<file path="src/hw/rtl/fsnt_pkg.sv">
// Shared types, constants and name helpers for the fixed-slot name table.
package fsnt_pkg;

	localparam int SLOTS      = 64;
	localparam int NAME_BYTES = 8;
	localparam int NAME_W     = 8 * NAME_BYTES;
	localparam int SLOT_W     = $clog2(SLOTS);
	localparam int CNT_W      = $clog2(SLOTS + 1);
	localparam int LEN_W      = 4;
	localparam int REQ_W      = 3;
	localparam int CFG_W      = 7;

	localparam logic [REQ_W-1:0] REQ_PUT      = 3'd0;
	localparam logic [REQ_W-1:0] REQ_READ     = 3'd1;
	localparam logic [REQ_W-1:0] REQ_SEARCH   = 3'd2;
	localparam logic [REQ_W-1:0] REQ_REM_IDX  = 3'd3;
	localparam logic [REQ_W-1:0] REQ_REM_NAME = 3'd4;

	localparam logic CFG_NAME_LENGTH = 1'b0;
	localparam logic CFG_SLOT_COUNT  = 1'b1;

	typedef enum logic [1:0] {
		ST_IDLE,
		ST_OP,
		ST_STAT,
		ST_DONE
	} state_t;

	typedef struct packed {
		logic              rd_en;
		logic [SLOT_W-1:0] rd_addr;
		logic              wr_en;
		logic [SLOT_W-1:0] wr_addr;
		logic [NAME_W-1:0] wr_data;
	} mem_req_t;

	typedef struct packed {
		logic              vld;
		logic              stat;
		logic [SLOT_W-1:0] idx;
	} rd_tag_t;

	typedef struct packed {
		logic              ok;
		logic [SLOT_W-1:0] slot;
		logic [NAME_W-1:0] name;
		logic [SLOT_W-1:0] used;
		logic [SLOT_W-1:0] last;
		logic [LEN_W-1:0]  longest;
		logic              full;
		logic              empty;
	} result_t;

	// Keep bytes up to the first zero byte, at most lim bytes.
	function automatic logic [NAME_W-1:0] name_view(input logic [NAME_W-1:0] x,
		input logic [LEN_W-1:0] lim);
		logic [NAME_W-1:0] r;
		logic              live;
		r    = '0;
		live = 1'b1;
		for (int i = 0; i < NAME_BYTES; i++) begin
			if (x[8*i +: 8] == 8'h00 || LEN_W'(i) >= lim) live = 1'b0;
			if (live) r[8*i +: 8] = x[8*i +: 8];
		end
		return r;
	endfunction

	// Count leading nonzero bytes.
	function automatic logic [LEN_W-1:0] name_len(input logic [NAME_W-1:0] x);
		logic [LEN_W-1:0] n;
		logic             live;
		n    = '0;
		live = 1'b1;
		for (int i = 0; i < NAME_BYTES; i++) begin
			if (x[8*i +: 8] == 8'h00) live = 1'b0;
			if (live) n = n + LEN_W'(1);
		end
		return n;
	endfunction

endpackage

</file>
<file path="src/hw/rtl/fsnt_store.sv">
// Name store: single-port-read, single-port-write memory with per-slot valid bits.
module fsnt_store (
	input  logic                       clk,
	input  logic                       arst_n,
	input  fsnt_pkg::mem_req_t         mem_req,
	output logic [fsnt_pkg::NAME_W-1:0] rd_data
);

	logic [fsnt_pkg::NAME_W-1:0] store_q [fsnt_pkg::SLOTS];
	logic [fsnt_pkg::SLOTS-1:0]  valid_q;
	logic [fsnt_pkg::NAME_W-1:0] rd_word_s1;
	logic                        rd_hit_s1;

	always_ff @(posedge clk) begin
		if (mem_req.wr_en) store_q[mem_req.wr_addr] <= mem_req.wr_data;
		if (mem_req.rd_en) rd_word_s1 <= store_q[mem_req.rd_addr];
	end

	// A slot never written since reset reads as zero.
	always_ff @(posedge clk or negedge arst_n) begin
		if (!arst_n) begin
			valid_q   <= '0;
			rd_hit_s1 <= 1'b0;
		end else begin
			if (mem_req.wr_en) valid_q[mem_req.wr_addr] <= 1'b1;
			if (mem_req.rd_en) rd_hit_s1 <= valid_q[mem_req.rd_addr];
		end
	end

	assign rd_data = rd_hit_s1 ? rd_word_s1 : '0;

endmodule

</file>
<file path="src/hw/rtl/fsnt_ctrl.sv">
// Sequencer: operation scan, write-back and status scan over the name store.
module fsnt_ctrl (
	input  logic                        clk,
	input  logic                        arst_n,
	input  logic                        in_valid,
	output logic                        in_stall,
	input  logic [fsnt_pkg::REQ_W-1:0]  req_type,
	input  logic [fsnt_pkg::SLOT_W-1:0] slot_in,
	input  logic [fsnt_pkg::NAME_W-1:0] name_in,
	input  logic                        cfg_we,
	input  logic                        cfg_index,
	input  logic [fsnt_pkg::CFG_W-1:0]  cfg_data,
	output fsnt_pkg::mem_req_t          mem_req,
	input  logic [fsnt_pkg::NAME_W-1:0] rd_data,
	output logic                        res_valid,
	input  logic                        res_ready,
	output fsnt_pkg::result_t           res
);

	fsnt_pkg::state_t state_q, state_d;

	logic [fsnt_pkg::LEN_W-1:0]  name_length_q;
	logic [fsnt_pkg::CNT_W-1:0]  slot_count_q;

	logic [fsnt_pkg::SLOT_W-1:0] ptr_q;
	logic                        issue_q;
	fsnt_pkg::rd_tag_t           tag_s1;

	logic [fsnt_pkg::REQ_W-1:0]  req_q;
	logic [fsnt_pkg::SLOT_W-1:0] end_q;
	logic [fsnt_pkg::SLOT_W-1:0] last_idx_q;
	logic [fsnt_pkg::LEN_W-1:0]  lim_q;
	logic [fsnt_pkg::NAME_W-1:0] key_q;
	logic [fsnt_pkg::NAME_W-1:0] put_val_q;

	logic                        ok_q;
	logic [fsnt_pkg::SLOT_W-1:0] slot_q;
	logic [fsnt_pkg::NAME_W-1:0] name_q;
	logic [fsnt_pkg::CNT_W-1:0]  used_q;
	logic [fsnt_pkg::SLOT_W-1:0] last_q;
	logic [fsnt_pkg::LEN_W-1:0]  longest_q;
	logic                        full_q;
	logic                        empty_q;

	logic [fsnt_pkg::LEN_W-1:0]  eff_len;
	logic [fsnt_pkg::SLOT_W-1:0] eff_last;
	logic                        accept;
	logic                        idx_req;
	logic                        go_op;
	logic [fsnt_pkg::SLOT_W-1:0] start_ptr;
	logic                        op_data;
	logic                        st_data;
	logic                        hit;
	logic                        op_last;
	logic [fsnt_pkg::NAME_W-1:0] rd_view;
	logic [fsnt_pkg::LEN_W-1:0]  rd_len;
	logic [fsnt_pkg::SLOT_W-1:0] scan_end;
	logic                        writes;

	// Clamp the configuration to its usable range.
	always_comb begin
		if (name_length_q < fsnt_pkg::LEN_W'(2)) eff_len = fsnt_pkg::LEN_W'(2);
		else if (name_length_q > fsnt_pkg::LEN_W'(fsnt_pkg::NAME_BYTES))
			eff_len = fsnt_pkg::LEN_W'(fsnt_pkg::NAME_BYTES);
		else eff_len = name_length_q;

		if (slot_count_q < fsnt_pkg::CNT_W'(2)) eff_last = fsnt_pkg::SLOT_W'(1);
		else if (slot_count_q > fsnt_pkg::CNT_W'(fsnt_pkg::SLOTS))
			eff_last = fsnt_pkg::SLOT_W'(fsnt_pkg::SLOTS - 1);
		else eff_last = fsnt_pkg::SLOT_W'(slot_count_q - fsnt_pkg::CNT_W'(1));
	end

	assign accept  = in_valid && (state_q == fsnt_pkg::ST_IDLE);
	assign idx_req = (req_type == fsnt_pkg::REQ_READ) || (req_type == fsnt_pkg::REQ_REM_IDX);

	always_comb begin
		go_op     = 1'b0;
		start_ptr = '0;
		if (req_type == fsnt_pkg::REQ_PUT) begin
			go_op     = 1'b1;
			start_ptr = fsnt_pkg::SLOT_W'(1);
		end else if (idx_req) begin
			go_op     = (slot_in <= eff_last);
			start_ptr = slot_in;
		end else if (req_type == fsnt_pkg::REQ_SEARCH || req_type == fsnt_pkg::REQ_REM_NAME) begin
			go_op = 1'b1;
		end
	end

	assign rd_view = fsnt_pkg::name_view(rd_data, lim_q);
	assign rd_len  = fsnt_pkg::name_len(rd_view);
	assign op_data = tag_s1.vld && !tag_s1.stat && (state_q == fsnt_pkg::ST_OP);
	assign st_data = tag_s1.vld && tag_s1.stat && (state_q == fsnt_pkg::ST_STAT);
	assign op_last = (tag_s1.idx == end_q);

	always_comb begin
		unique case (req_q)
			fsnt_pkg::REQ_PUT:      hit = (rd_data[7:0] == 8'h00);
			fsnt_pkg::REQ_READ:     hit = 1'b1;
			fsnt_pkg::REQ_REM_IDX:  hit = 1'b1;
			fsnt_pkg::REQ_SEARCH:   hit = (rd_view == key_q);
			fsnt_pkg::REQ_REM_NAME: hit = (rd_view == key_q);
			default:                hit = 1'b0;
		endcase
	end

	assign writes = (req_q == fsnt_pkg::REQ_PUT) || (req_q == fsnt_pkg::REQ_REM_IDX) ||
		(req_q == fsnt_pkg::REQ_REM_NAME);

	// Next state
	always_comb begin
		state_d = state_q;
		unique case (state_q)
			fsnt_pkg::ST_IDLE: if (accept) state_d = go_op ? fsnt_pkg::ST_OP : fsnt_pkg::ST_STAT;
			fsnt_pkg::ST_OP:   if (op_data && (hit || op_last)) state_d = fsnt_pkg::ST_STAT;
			fsnt_pkg::ST_STAT: if (st_data && tag_s1.idx == last_idx_q) state_d = fsnt_pkg::ST_DONE;
			fsnt_pkg::ST_DONE: if (res_ready) state_d = fsnt_pkg::ST_IDLE;
			default:           state_d = fsnt_pkg::ST_IDLE;
		endcase
	end

	// Outputs
	always_comb begin
		in_stall        = (state_q != fsnt_pkg::ST_IDLE);
		res_valid       = (state_q == fsnt_pkg::ST_DONE);
		mem_req.rd_en   = issue_q &&
			(state_q == fsnt_pkg::ST_OP || state_q == fsnt_pkg::ST_STAT);
		mem_req.rd_addr = ptr_q;
		mem_req.wr_en   = op_data && hit && writes;
		mem_req.wr_addr = tag_s1.idx;
		mem_req.wr_data = (req_q == fsnt_pkg::REQ_PUT) ? put_val_q : '0;
		scan_end        = (state_q == fsnt_pkg::ST_OP) ? end_q : last_idx_q;
	end

	always_ff @(posedge clk or negedge arst_n) begin
		if (!arst_n) begin
			state_q       <= fsnt_pkg::ST_IDLE;
			name_length_q <= fsnt_pkg::LEN_W'(8);
			slot_count_q  <= fsnt_pkg::CNT_W'(64);
			ptr_q         <= '0;
			issue_q       <= 1'b0;
			tag_s1        <= '0;
		end else begin
			state_q <= state_d;
			if (cfg_we) begin
				if (cfg_index == fsnt_pkg::CFG_NAME_LENGTH)
					name_length_q <= cfg_data[fsnt_pkg::LEN_W-1:0];
				else
					slot_count_q <= cfg_data[fsnt_pkg::CNT_W-1:0];
			end
			tag_s1.vld  <= mem_req.rd_en;
			tag_s1.stat <= (state_q == fsnt_pkg::ST_STAT);
			tag_s1.idx  <= ptr_q;
			// Restart the read pointer for each scan; stop issuing at the scan end.
			if (accept) begin
				ptr_q   <= go_op ? start_ptr : '0;
				issue_q <= 1'b1;
			end else if (state_q == fsnt_pkg::ST_OP && state_d == fsnt_pkg::ST_STAT) begin
				ptr_q   <= '0;
				issue_q <= 1'b1;
			end else if (mem_req.rd_en) begin
				if (ptr_q == scan_end) issue_q <= 1'b0;
				else ptr_q <= ptr_q + fsnt_pkg::SLOT_W'(1);
			end
		end
	end

	always_ff @(posedge clk) begin
		if (accept) begin
			req_q      <= req_type;
			end_q      <= idx_req ? slot_in : eff_last;
			last_idx_q <= eff_last;
			lim_q      <= eff_len - fsnt_pkg::LEN_W'(1);
			key_q      <= fsnt_pkg::name_view(name_in, eff_len);
			put_val_q  <= fsnt_pkg::name_view(name_in, eff_len - fsnt_pkg::LEN_W'(1));
			ok_q       <= 1'b0;
			slot_q     <= '0;
			name_q     <= '0;
			used_q     <= '0;
			last_q     <= '0;
			longest_q  <= '0;
			full_q     <= 1'b1;
			empty_q    <= 1'b1;
		end else begin
			if (op_data && hit) begin
				ok_q   <= 1'b1;
				slot_q <= tag_s1.idx;
				if (req_q == fsnt_pkg::REQ_READ) name_q <= rd_view;
			end
			if (st_data) begin
				if (rd_len > longest_q) longest_q <= rd_len;
				if (rd_view[7:0] != 8'h00) begin
					used_q  <= used_q + fsnt_pkg::CNT_W'(1);
					last_q  <= tag_s1.idx;
					empty_q <= 1'b0;
				end else if (tag_s1.idx != '0) begin
					full_q <= 1'b0;
				end
			end
		end
	end

	always_comb begin
		res.ok      = ok_q;
		res.slot    = slot_q;
		res.name    = name_q;
		res.used    = used_q[fsnt_pkg::SLOT_W-1:0];
		res.last    = last_q;
		res.longest = longest_q + fsnt_pkg::LEN_W'(1);
		res.full    = full_q;
		res.empty   = empty_q;
	end

endmodule

</file>
<file path="src/hw/rtl/fixed_slot_name_table.sv">
// Fixed-slot name table: top level with handshake and result register.
//
// Usage
//   Input channel (in_valid / in_stall) carries one request per transfer:
//   req_type, slot_in and name_in. Output channel (out_valid / out_stall)
//   carries one result per request, with the operation outcome and the
//   table status after the operation.
//   Configuration (cfg_we, cfg_index, cfg_data) sets name_length (index 0)
//   and slot_count (index 1); write only while the table is idle.
// Request processing
//   One request is worked on at a time. The single read port of the name
//   store sets the rate: an operation scan of k reads (k = 1 for in-range
//   index requests, up to slot_count for put, search and remove by name),
//   then a status scan of slot_count reads.
// Reset
//   arst_n clears all slots (through per-slot valid bits, no clearing
//   pass), resets name_length to 8 and slot_count to 64.
// Stall
//   A finished result waits in the output register while out_stall is
//   high; the next request is taken meanwhile, and its result holds inside
//   the sequencer until the output register frees up.
module fixed_slot_name_table (
	input  logic                        clk,
	input  logic                        arst_n,
	input  logic                        in_valid,
	output logic                        in_stall,
	input  logic [fsnt_pkg::REQ_W-1:0]  req_type,
	input  logic [fsnt_pkg::SLOT_W-1:0] slot_in,
	input  logic [fsnt_pkg::NAME_W-1:0] name_in,
	output logic                        out_valid,
	input  logic                        out_stall,
	output logic                        ok,
	output logic [fsnt_pkg::SLOT_W-1:0] slot_out,
	output logic [fsnt_pkg::NAME_W-1:0] name_out,
	output logic [fsnt_pkg::SLOT_W-1:0] used_count,
	output logic [fsnt_pkg::SLOT_W-1:0] last_used,
	output logic [fsnt_pkg::LEN_W-1:0]  longest_len,
	output logic                        is_full,
	output logic                        is_empty,
	input  logic                        cfg_we,
	input  logic                        cfg_index,
	input  logic [fsnt_pkg::CFG_W-1:0]  cfg_data
);

	fsnt_pkg::mem_req_t          mem_req;
	logic [fsnt_pkg::NAME_W-1:0] rd_data;
	logic                        res_valid;
	logic                        res_ready;
	fsnt_pkg::result_t           res;
	fsnt_pkg::result_t           out_q;
	logic                        out_valid_q;

	fsnt_store u_store (
		.clk     (clk),
		.arst_n  (arst_n),
		.mem_req (mem_req),
		.rd_data (rd_data)
	);

	fsnt_ctrl u_ctrl (
		.clk       (clk),
		.arst_n    (arst_n),
		.in_valid  (in_valid),
		.in_stall  (in_stall),
		.req_type  (req_type),
		.slot_in   (slot_in),
		.name_in   (name_in),
		.cfg_we    (cfg_we),
		.cfg_index (cfg_index),
		.cfg_data  (cfg_data),
		.mem_req   (mem_req),
		.rd_data   (rd_data),
		.res_valid (res_valid),
		.res_ready (res_ready),
		.res       (res)
	);

	// Load the output register when it is empty or being drained this cycle.
	assign res_ready = !out_valid_q || !out_stall;

	always_ff @(posedge clk or negedge arst_n) begin
		if (!arst_n) begin
			out_valid_q <= 1'b0;
		end else if (res_ready) begin
			out_valid_q <= res_valid;
		end
	end

	// Hold the payload while stalled.
	always_ff @(posedge clk) begin
		if (res_ready && res_valid) out_q <= res;
	end

	assign out_valid   = out_valid_q;
	assign ok          = out_q.ok;
	assign slot_out    = out_q.slot;
	assign name_out    = out_q.name;
	assign used_count  = out_q.used;
	assign last_used   = out_q.last;
	assign longest_len = out_q.longest;
	assign is_full     = out_q.full;
	assign is_empty    = out_q.empty;

endmodule

</file>
<file path="config.mk">
export PLATFORM = sky130hd
export DESIGN_NAME = fixed_slot_name_table
export DESIGN_NICKNAME = d
export VERILOG_FILES = /design/src/hw/rtl/fsnt_pkg.sv /design/src/hw/rtl/fsnt_store.sv /design/src/hw/rtl/fsnt_ctrl.sv /design/src/hw/rtl/fixed_slot_name_table.sv
export SDC_FILE = /design/constraint.sdc
export NUM_CORES = 2
export LEC_CHECK = 0
export ABC_AREA = 0
export BUFFER_PORTS_ARGS = -buffer_cell sky130_fd_sc_hd__buf_2
export CELL_PAD_IN_SITES_DETAIL_PLACEMENT = 0
export CELL_PAD_IN_SITES_GLOBAL_PLACEMENT = 1
export CORE_UTILIZATION = 50
export CTS_BUF_LIST = sky130_fd_sc_hd__clkbuf_4 sky130_fd_sc_hd__clkbuf_8
export CTS_CLUSTER_DIAMETER = 30
export DETAILED_ROUTE_END_ITERATION = 16
export GPL_TIMING_DRIVEN = 1
export PLACE_DENSITY = 0.77
export SYNTH_ARGS = -nofsm -noshare
export SYNTH_HDL_FRONTEND = slang
export SYNTH_SLANG_ARGS = --single-unit
</file>
<file path="constraint.sdc">
create_clock -name clk -period 21.4 [get_ports clk]
set_input_delay 0 -clock clk [delete_from_list [all_inputs] [get_ports clk]]
set_output_delay 0 -clock clk [all_outputs]
set_load 0.05 [all_outputs]
</file>
==> Word-level counts from Yosys, hierarchy flattened <==
Memory sizes are Yosys's and may differ from the RTL's. A register that Yosys moved wholly into a read port is not among the register bits.
Index checks and enable logic that the tools add are counted.
W data, S select, Z words.
{ "totals": {"reg_bits": 420, "latch_bits": 0, "ram_bits": 4096, "rom_bits": 0, "in_bits": 86, "output_inout_bits": 91, "word_cells": 301, "mem_count": 1} }
{ "memory_table": {"columns": ["memory", "depth", "word_bits", "read_ports", "rd_ports_with_merged_regs", "write_ports", "line_no", "text"], "rows": [
  ["u_store.store_q", 64, 64, 1, 1, 1, "fsnt_store.sv:9", "logic [fsnt_pkg::NAME_W-1:0] store_q [fsnt_pkg::SLOTS];"]
]} }
{ "classes": {"add_sub_neg": 12, "multipliers": 0, "div": 0, "order_cmp": 33, "n_eq_ne": 17, "shifts": 0, "muxes": 99, "bitwise": 3, "n_reduce_logical": 89} }
{ "op_table": {"columns": ["op", "n"], "rows": [
  ["$logic_not A8 Y1", 24],
  ["$mux W64", 2],
  ["$mux W6", 11],
  ["$eq A64 B64 Y1", 1],
  ["$mux W8", 8],
  ["$or A64 B64 Y64", 1],
  ["$mux W1", 60],
  ["$ge A3 B4 Y1 const A", 12],
  ["$mux W4", 9],
  ["$logic_or A1 B1 Y1", 31],
  ["$add A4 B1 Y4 const B", 7],
  ["$ge A1 B4 Y1 const A", 6],
  ["$ge A2 B4 Y1 const A", 6],
  ["$eq A6 B6 Y1", 3],
  ["$lt A6 B7 Y1 const B", 2],
  ["$reduce_and A2 Y1", 7],
  ["$logic_and A1 B1 Y1", 13],
  ["$eq A3 B2 Y1 const B", 4],
  ["$mux W2", 5],
  ["$pmux W2 S4", 1],
  ["$reduce_bool A8 Y1", 1],
  ["$add A7 B1 Y7 const B", 1],
  ["$gt A7 B7 Y1 const B", 1],
  ["$lt A7 B2 Y1 const B", 1],
  ["26 further kinds", 36]
]} }

==> Depth between registers and ports, before layout <==
{ "depth": {"depth_word": 23, "mapped_depth": 26, "mapped_depth_nobuf": 24} }

==> Modules after synthesis <==
Synthesis repeated with hierarchy kept, for this count alone.
{ "unflattened": {"cells_unflattened": 7756, "area_unflattened_um2": 176090.1} }
{ "by_module_without_submodules": {"columns": ["mod", "instances", "cells_each", "area_each_um2", "seq_area_each_um2"], "rows": [
  ["fsnt_store", 1, 6310, 159807.0, 126546.4],
  ["fsnt_ctrl", 1, 1353, 13563.0, 6899.1],
  ["fixed_slot_name_table", 1, 93, 2720.1, 2697.6]
]} }

==> Worst setup path before layout <==
OpenSTA, ideal clock, no wires.
{ "synth_timing": {"path_type": "reg2reg", "start": "register u_ctrl.state_q[0]", "end": "register out_q (netlist bit is_empty), enable pin", "setup_time_ps": 671, "arrival_time_ps": 7055, "required_time_ps": 20729, "setup_slack_ps": 13674, "path_stages_with_launch": 3, "n_path_buf": 0, "period_less_slack_ps": 7726, "path_cell_list": "dfrtp_1 > ha_1 > a21boi_0"} }
{ "synth_between": {"elab_chain_cells": 2} }
{ "synth_lines": {"columns": ["element", "line_no", "text"], "rows": [
  ["from (decl)", "fsnt_ctrl.sv:20", "fsnt_pkg::state_t state_q, state_d;"],
  ["from (signal assigned)", "fsnt_ctrl.sv:137", "state_q <= fsnt_pkg::ST_IDLE;"],
  ["from (signal assigned)", "fsnt_ctrl.sv:144", "state_q <= state_d;"],
  ["$eq A2 B2 Y1", "fsnt_ctrl.sv:125", "res_valid = (state_q == fsnt_pkg::ST_DONE);"],
  ["named net res_valid", "fixed_slot_name_table.sv:47", "logic res_valid;"],
  ["$logic_and A1 B1 Y1", "fixed_slot_name_table.sv:91", "if (res_ready && res_valid) out_q <= res;"],
  ["to (signal assigned)", "fixed_slot_name_table.sv:91", null],
  ["to (decl)", "fixed_slot_name_table.sv:50", "fsnt_pkg::result_t out_q;"]
]} }
The timed path passes the listed nets, and every way through them passes these cells.
A chain may end at the register's enable or synchronous reset.

==> Final worst setup path <==
{ "layout_timing": {"start": "register u_ctrl.lim_q[3] in the netlist's numbering", "end": "memory u_store.store_q[46][18] in the netlist's numbering, enable pin"} }
{ "layout_between": {"elab_chain_cells": 17, "word_cells_on_any_way": 38, "cone_classes": "8 x order compare; 1 x eq/ne; 19 x mux; 10 x reduce/logical"} }
{ "layout_lines": {"columns": ["element", "line_no", "text"], "rows": [
  ["from (decl)", "fsnt_ctrl.sv:32", "logic [fsnt_pkg::LEN_W-1:0] lim_q;"],
  ["from (signal assigned)", "fsnt_ctrl.sv:173", "lim_q <= eff_len - fsnt_pkg::LEN_W'(1);"],
  ["$ge A1 B4 Y1", "fsnt_pkg.sv:62", "if (x[8*i +: 8] == 8'h00 || LEN_W'(i) >= lim) live = 1'b0;"],
  ["$logic_or A1 B1 Y1", "fsnt_pkg.sv:62", null],
  ["$mux W1 (8 in a row)", "fsnt_pkg.sv:62", null],
  ["$mux W8", "fsnt_pkg.sv:63", "if (live) r[8*i +: 8] = x[8*i +: 8];"],
  ["$eq A64 B64 Y1 (*)", "fsnt_ctrl.sv:101, fsnt_ctrl.sv:102", null],
  ["$pmux W1 S3 (*)", "fsnt_ctrl.sv:97", "unique case (req_q)"],
  ["$logic_and A1 B1 Y1 (*) (2 in a row)", "fsnt_ctrl.sv:129", "mem_req.wr_en = op_data && hit && writes;"],
  ["$mux W1 (*)", "fsnt_store.sv:15", "if (mem_req.wr_en) store_q[mem_req.wr_addr] <= mem_req.wr_data;"],
  ["$mux W1 (implied by the code) (*)", "fsnt_store.sv:15", null],
  ["to (decl)", "fsnt_store.sv:9", null]
]} }
Mark *: on every way between the ends. The rest lies on a longest branch, timed or not.

==> impl_metrics.py <==
metrics = {
    "outcome": {
        "status": "finished clean",
    },
    "critical_path": {
        "rrSetupSlack_ns": 13.57,
        "rr_startpoint": "u_ctrl.lim_q[3]",
        "critPathCaptureType": "register",
        "start_kind": "register",
        "critPathMaxFanout": 41,
        "r2r.worst_path.cells": 14,
        "cp.arrival_ns": 8.68,
        "required_ns": 22.25,
        "criticalPathCategory": "register to register",
        "r2r-end": "u_store.store_q[46][18]",
    },
    "power": {
        "max-vdd-ir-drop_uv": 74.4,
        "pwr_density_cell_mw_per_mm2": 92.8,
        "power_leakage_uw": 0.0607,
    },
    "yosys": {
        "synth_top_flop_cell": "edfxtp_1",
        "synth_cell_type_count": 88,
        "yosys_register_bits": 4579,
        "synth-edff-count": 4396,
        "async_reset_ff_frac": 0.0205,
        "syn_area_mm2": 0.176,
        "syn_avg_cell_area_um2": 23.3,
        "seq_area_frac_synth": 0.775,
        "synthCells": 7530,
        "yosys_warnings": 0,
    },
    "sta": {
        "period_minus_slack_ns": 7.83,
        "clock-skew-final_ns": 0.0992,
        "finalSetupViolCount": 0,
        "fin_setup_tns_ns": 0,
        "setup_ws_ns": 13.57,
        "max_slew.worst_pin.slew_ns": 1.32,
        "period_share": 0.366,
        "rsz0062_at_grt": "false",
        "hold_viol_final": 0,
        "timing.slew.headroom": 0.122,
        "finalMaxSlewViolations": 0,
        "fmax_mhz": 128,
    },
    "drt": {
        "viasPerCell": 6.43,
        "drtPass1Iterations": 6,
        "drt_drc_violations_left": 0,
        "drt_iter0_markers": 14600,
        "postRouteAntennaNets": 0,
        "wl_per_cell_um": 36.3,
        "finalWirelength_mm": 506,
        "vias": 89600,
    },
    "die": {
        "std_cell_rows": 217,
        "initial_utilization": 0.503,
        "die_h_um": 595,
        "core_area_mm2": 0.349,
        "die_w_um": 595,
        "num_io_pins": 177,
        "die-area_mm2": 0.354,
    },
    "grt": {
        "antenna_found_initial": 87,
        "grt_pass1_wl_mm": 696,
        "grt_usage": 0.284,
        "gr-total-overflow": 0,
        "grt_pass1_vias": 88800,
        "grt_max_degree": 145,
    },
    "cells_and_area": {
        "final_layout_size_suffix_gt1_frac": 0.352,
        "nFillCells": 24100,
        "syn2layout_area_growth_pct": 16.1,
        "final_nets": 8695,
    },
    "clock_tree": {
        "insertion_delay_ns": 1.31,
        "holdBufCountCts": 198,
        "cts_buffers": 821,
        "tritoncts": "built",
        "cts_root_buf": "clkbuf_8",
        "cts_max_level": 6,
        "clkSinkCount": 4579,
        "ctsResizeCount": 0,
        "clockBufferDepth": 4,
        "path_clk_slew_ns": 0.06,
        "post_cts_buffers": 0,
    },
    "job": {
        "maxCapViolations": 0,
    },
    "placement": {
        "dpl.hpwl_mm": 296,
        "gp_congestion": 0.953,
        "dp_slack_ns": 13.83,
        "io_buffers": 176,
    },
    "min_path": {
        "hp-class": "input pin to register",
        "hp-start": "name_in[62]",
        "holdPathStages": 4,
        "holdPathEnd": "u_ctrl.key_q[62]",
    },
}
-- synth_stat cells, drive strengths merged (13+ instances only) --
library cell | n | area (um^2)
edfxtp | 4396 | 132000
mux4 | 1357 | 30600
clkbuf | 275 | 1030
nor2 | 165 | 636
and2 | 154 | 963
nand2 | 125 | 472
buf | 113 | 485
dfrtp | 92 | 2300
a21oi | 90 | 450
dfxtp | 89 | 1780
nand3 | 87 | 460
o21bai | 65 | 492
o21ai | 51 | 255
xnor2 | 46 | 403
and3 | 36 | 225
inv | 33 | 124
nor4 | 30 | 194
ha | 29 | 363
mux2i | 22 | 220
xor2 | 21 | 184
a31oi | 19 | 125
mux2 | 16 | 180
nor2b | 16 | 100
nor4bb | 16 | 160
nand4 | 15 | 109
nor3 | 13 | 65.1
-- sequential cells by signal, indices dropped and copies added, names as in the netlist, 7 cells and up --
name	flops
u_store.rd_word_s1	64
u_store.store_q	4096
name_out	64
u_ctrl.put_val_q	64
u_ctrl.key_q	64
u_store.valid_q	64
u_ctrl.slot_count_q	7
u_ctrl.name_q	64
-- through the flow --
stage / hold WS (ns) / area (um^2) / total power [uW] / instances / utilization
final: 0.128 / 204000 / 18900 / 13900 / 0.584
after global routing: 0.123 / 204000 / 19400 / 13900 / 0.583
after CTS: 0.0549 / 204000 / 19000 / 13900 / 0.583
after detailed placement: -0.0929 / 183000 / 10000 / 12200 / 0.525
after global placement: -0.104 / 183000 / 10000 / 12200 / 0.525
after floorplan: -0.296 / 176000 / 9930 / 7538 / -
-- placed cells by master, fill, tap and decap left out, types with 29 or more instances in the layout --
master / n
clkinv_4: 34
o21ai_0: 50
bufinv_16: 95
clkinvlp_4: 63
nor2_4: 64
mux4_2: 1357
ha_1: 29
buf_4: 224
and2_1: 150
nand3_1: 84
nor2_1: 100
clkbuf_4: 170
clkinv_1: 158
edfxtp_1: 4396
diode_2: 53
and3_1: 36
a21oi_1: 89
xnor2_1: 46
dlygate4sd3_1: 198
buf_2: 175
o21bai_1: 64
nand2_1: 122
clkbuf_8: 836
nor4_1: 29
clkinv_2: 102
dfxtp_1: 89
dfrtp_1: 86
inv_1: 32
-- how the worst max path moves through the flow --
stage	cells after the start	slack, ns	from	to
after CTS	14	13.74	u_ctrl.lim_q[3]	u_store.store_q[46][23]
after floorplan	2	13.67	u_ctrl.state_q[0]	is_empty
after global routing	14	13.40	u_ctrl.lim_q[3]	u_store.store_q[46][23]
after global placement	14	13.93	u_store.rd_word_s1[8]	u_store.store_q[46][0]
final	14	13.57	u_ctrl.lim_q[3]	u_store.store_q[46][18]
after detailed placement	14	13.83	u_ctrl.lim_q[3]	u_store.store_q[46][23]
-- cell type report --
| type | instances | area [um^2] | share of cell area |
|---|---|---|---|
| diodes | 53 | 133 | 0.000650 |
| repair buffers | 607 | 4740 | 0.0232 |
| inverters | 35 | 144 | 0.000706 |
| clock buffers | 1006 | 12800 | 0.0627 |
| well taps | 4599 | 5750 | 0.0282 |
| clock inverters | 519 | 5690 | 0.0279 |
| flip-flops and latches | 4579 | 136000 | 0.668 |
| multi-input cells | 2536 | 38500 | 0.189 |
-- cell families after synthesis --
kind of cell | count (synthesis) | synth area share
other | 1 | 0.0000213
muxes | 1395 | 0.176
and+or+nand+nor | 718 | 0.0222
AOI/OAI and AO/OA | 318 | 0.0120
adders and majority gates | 29 | 0.00206
DFF | 4579 | 0.775
xor gates and xnor gates | 67 | 0.00334
buffers and inverters | 423 | 0.00939
-- power by group --
| group | internal (uW) | switching (uW) |
|---|---|---|
| clock | 5190 | 3870 |
| combinational | 65.4 | 114 |
| sequential | 9690 | 5.94 |
| total | 14900 | 3990 |
-- layer usage --
| layer | up-vias | wire length, um | GRT usage |
|---|---|---|---|
| met5 | - | 248 | 0 |
| met4 | 34 | 29700 | 0.156 |
| met3 | 1037 | 62000 | 0.0736 |
| met2 | 6450 | 236000 | 0.431 |
| met1 | 47600 | 178000 | 0.379 |
| li1 | 34500 | - | - |
-- worst max-delay path, stage by stage (launching register included) --
cell and delay (ns):
edfxtp_1 0.53, o41ai_2 0.23, a21o_1 0.35, or4_1 0.57, buf_4 0.25, nor4b_2 0.94, a22o_1 0.28, o2111ai_1 0.18
nor4_1 0.67, a21oi_2 0.21, buf_4 0.29, nor2_8 0.32, nand4b_4 0.58, nor2_4 1.04, buf_4 0.79
Power figures use the tool's default switching activity.
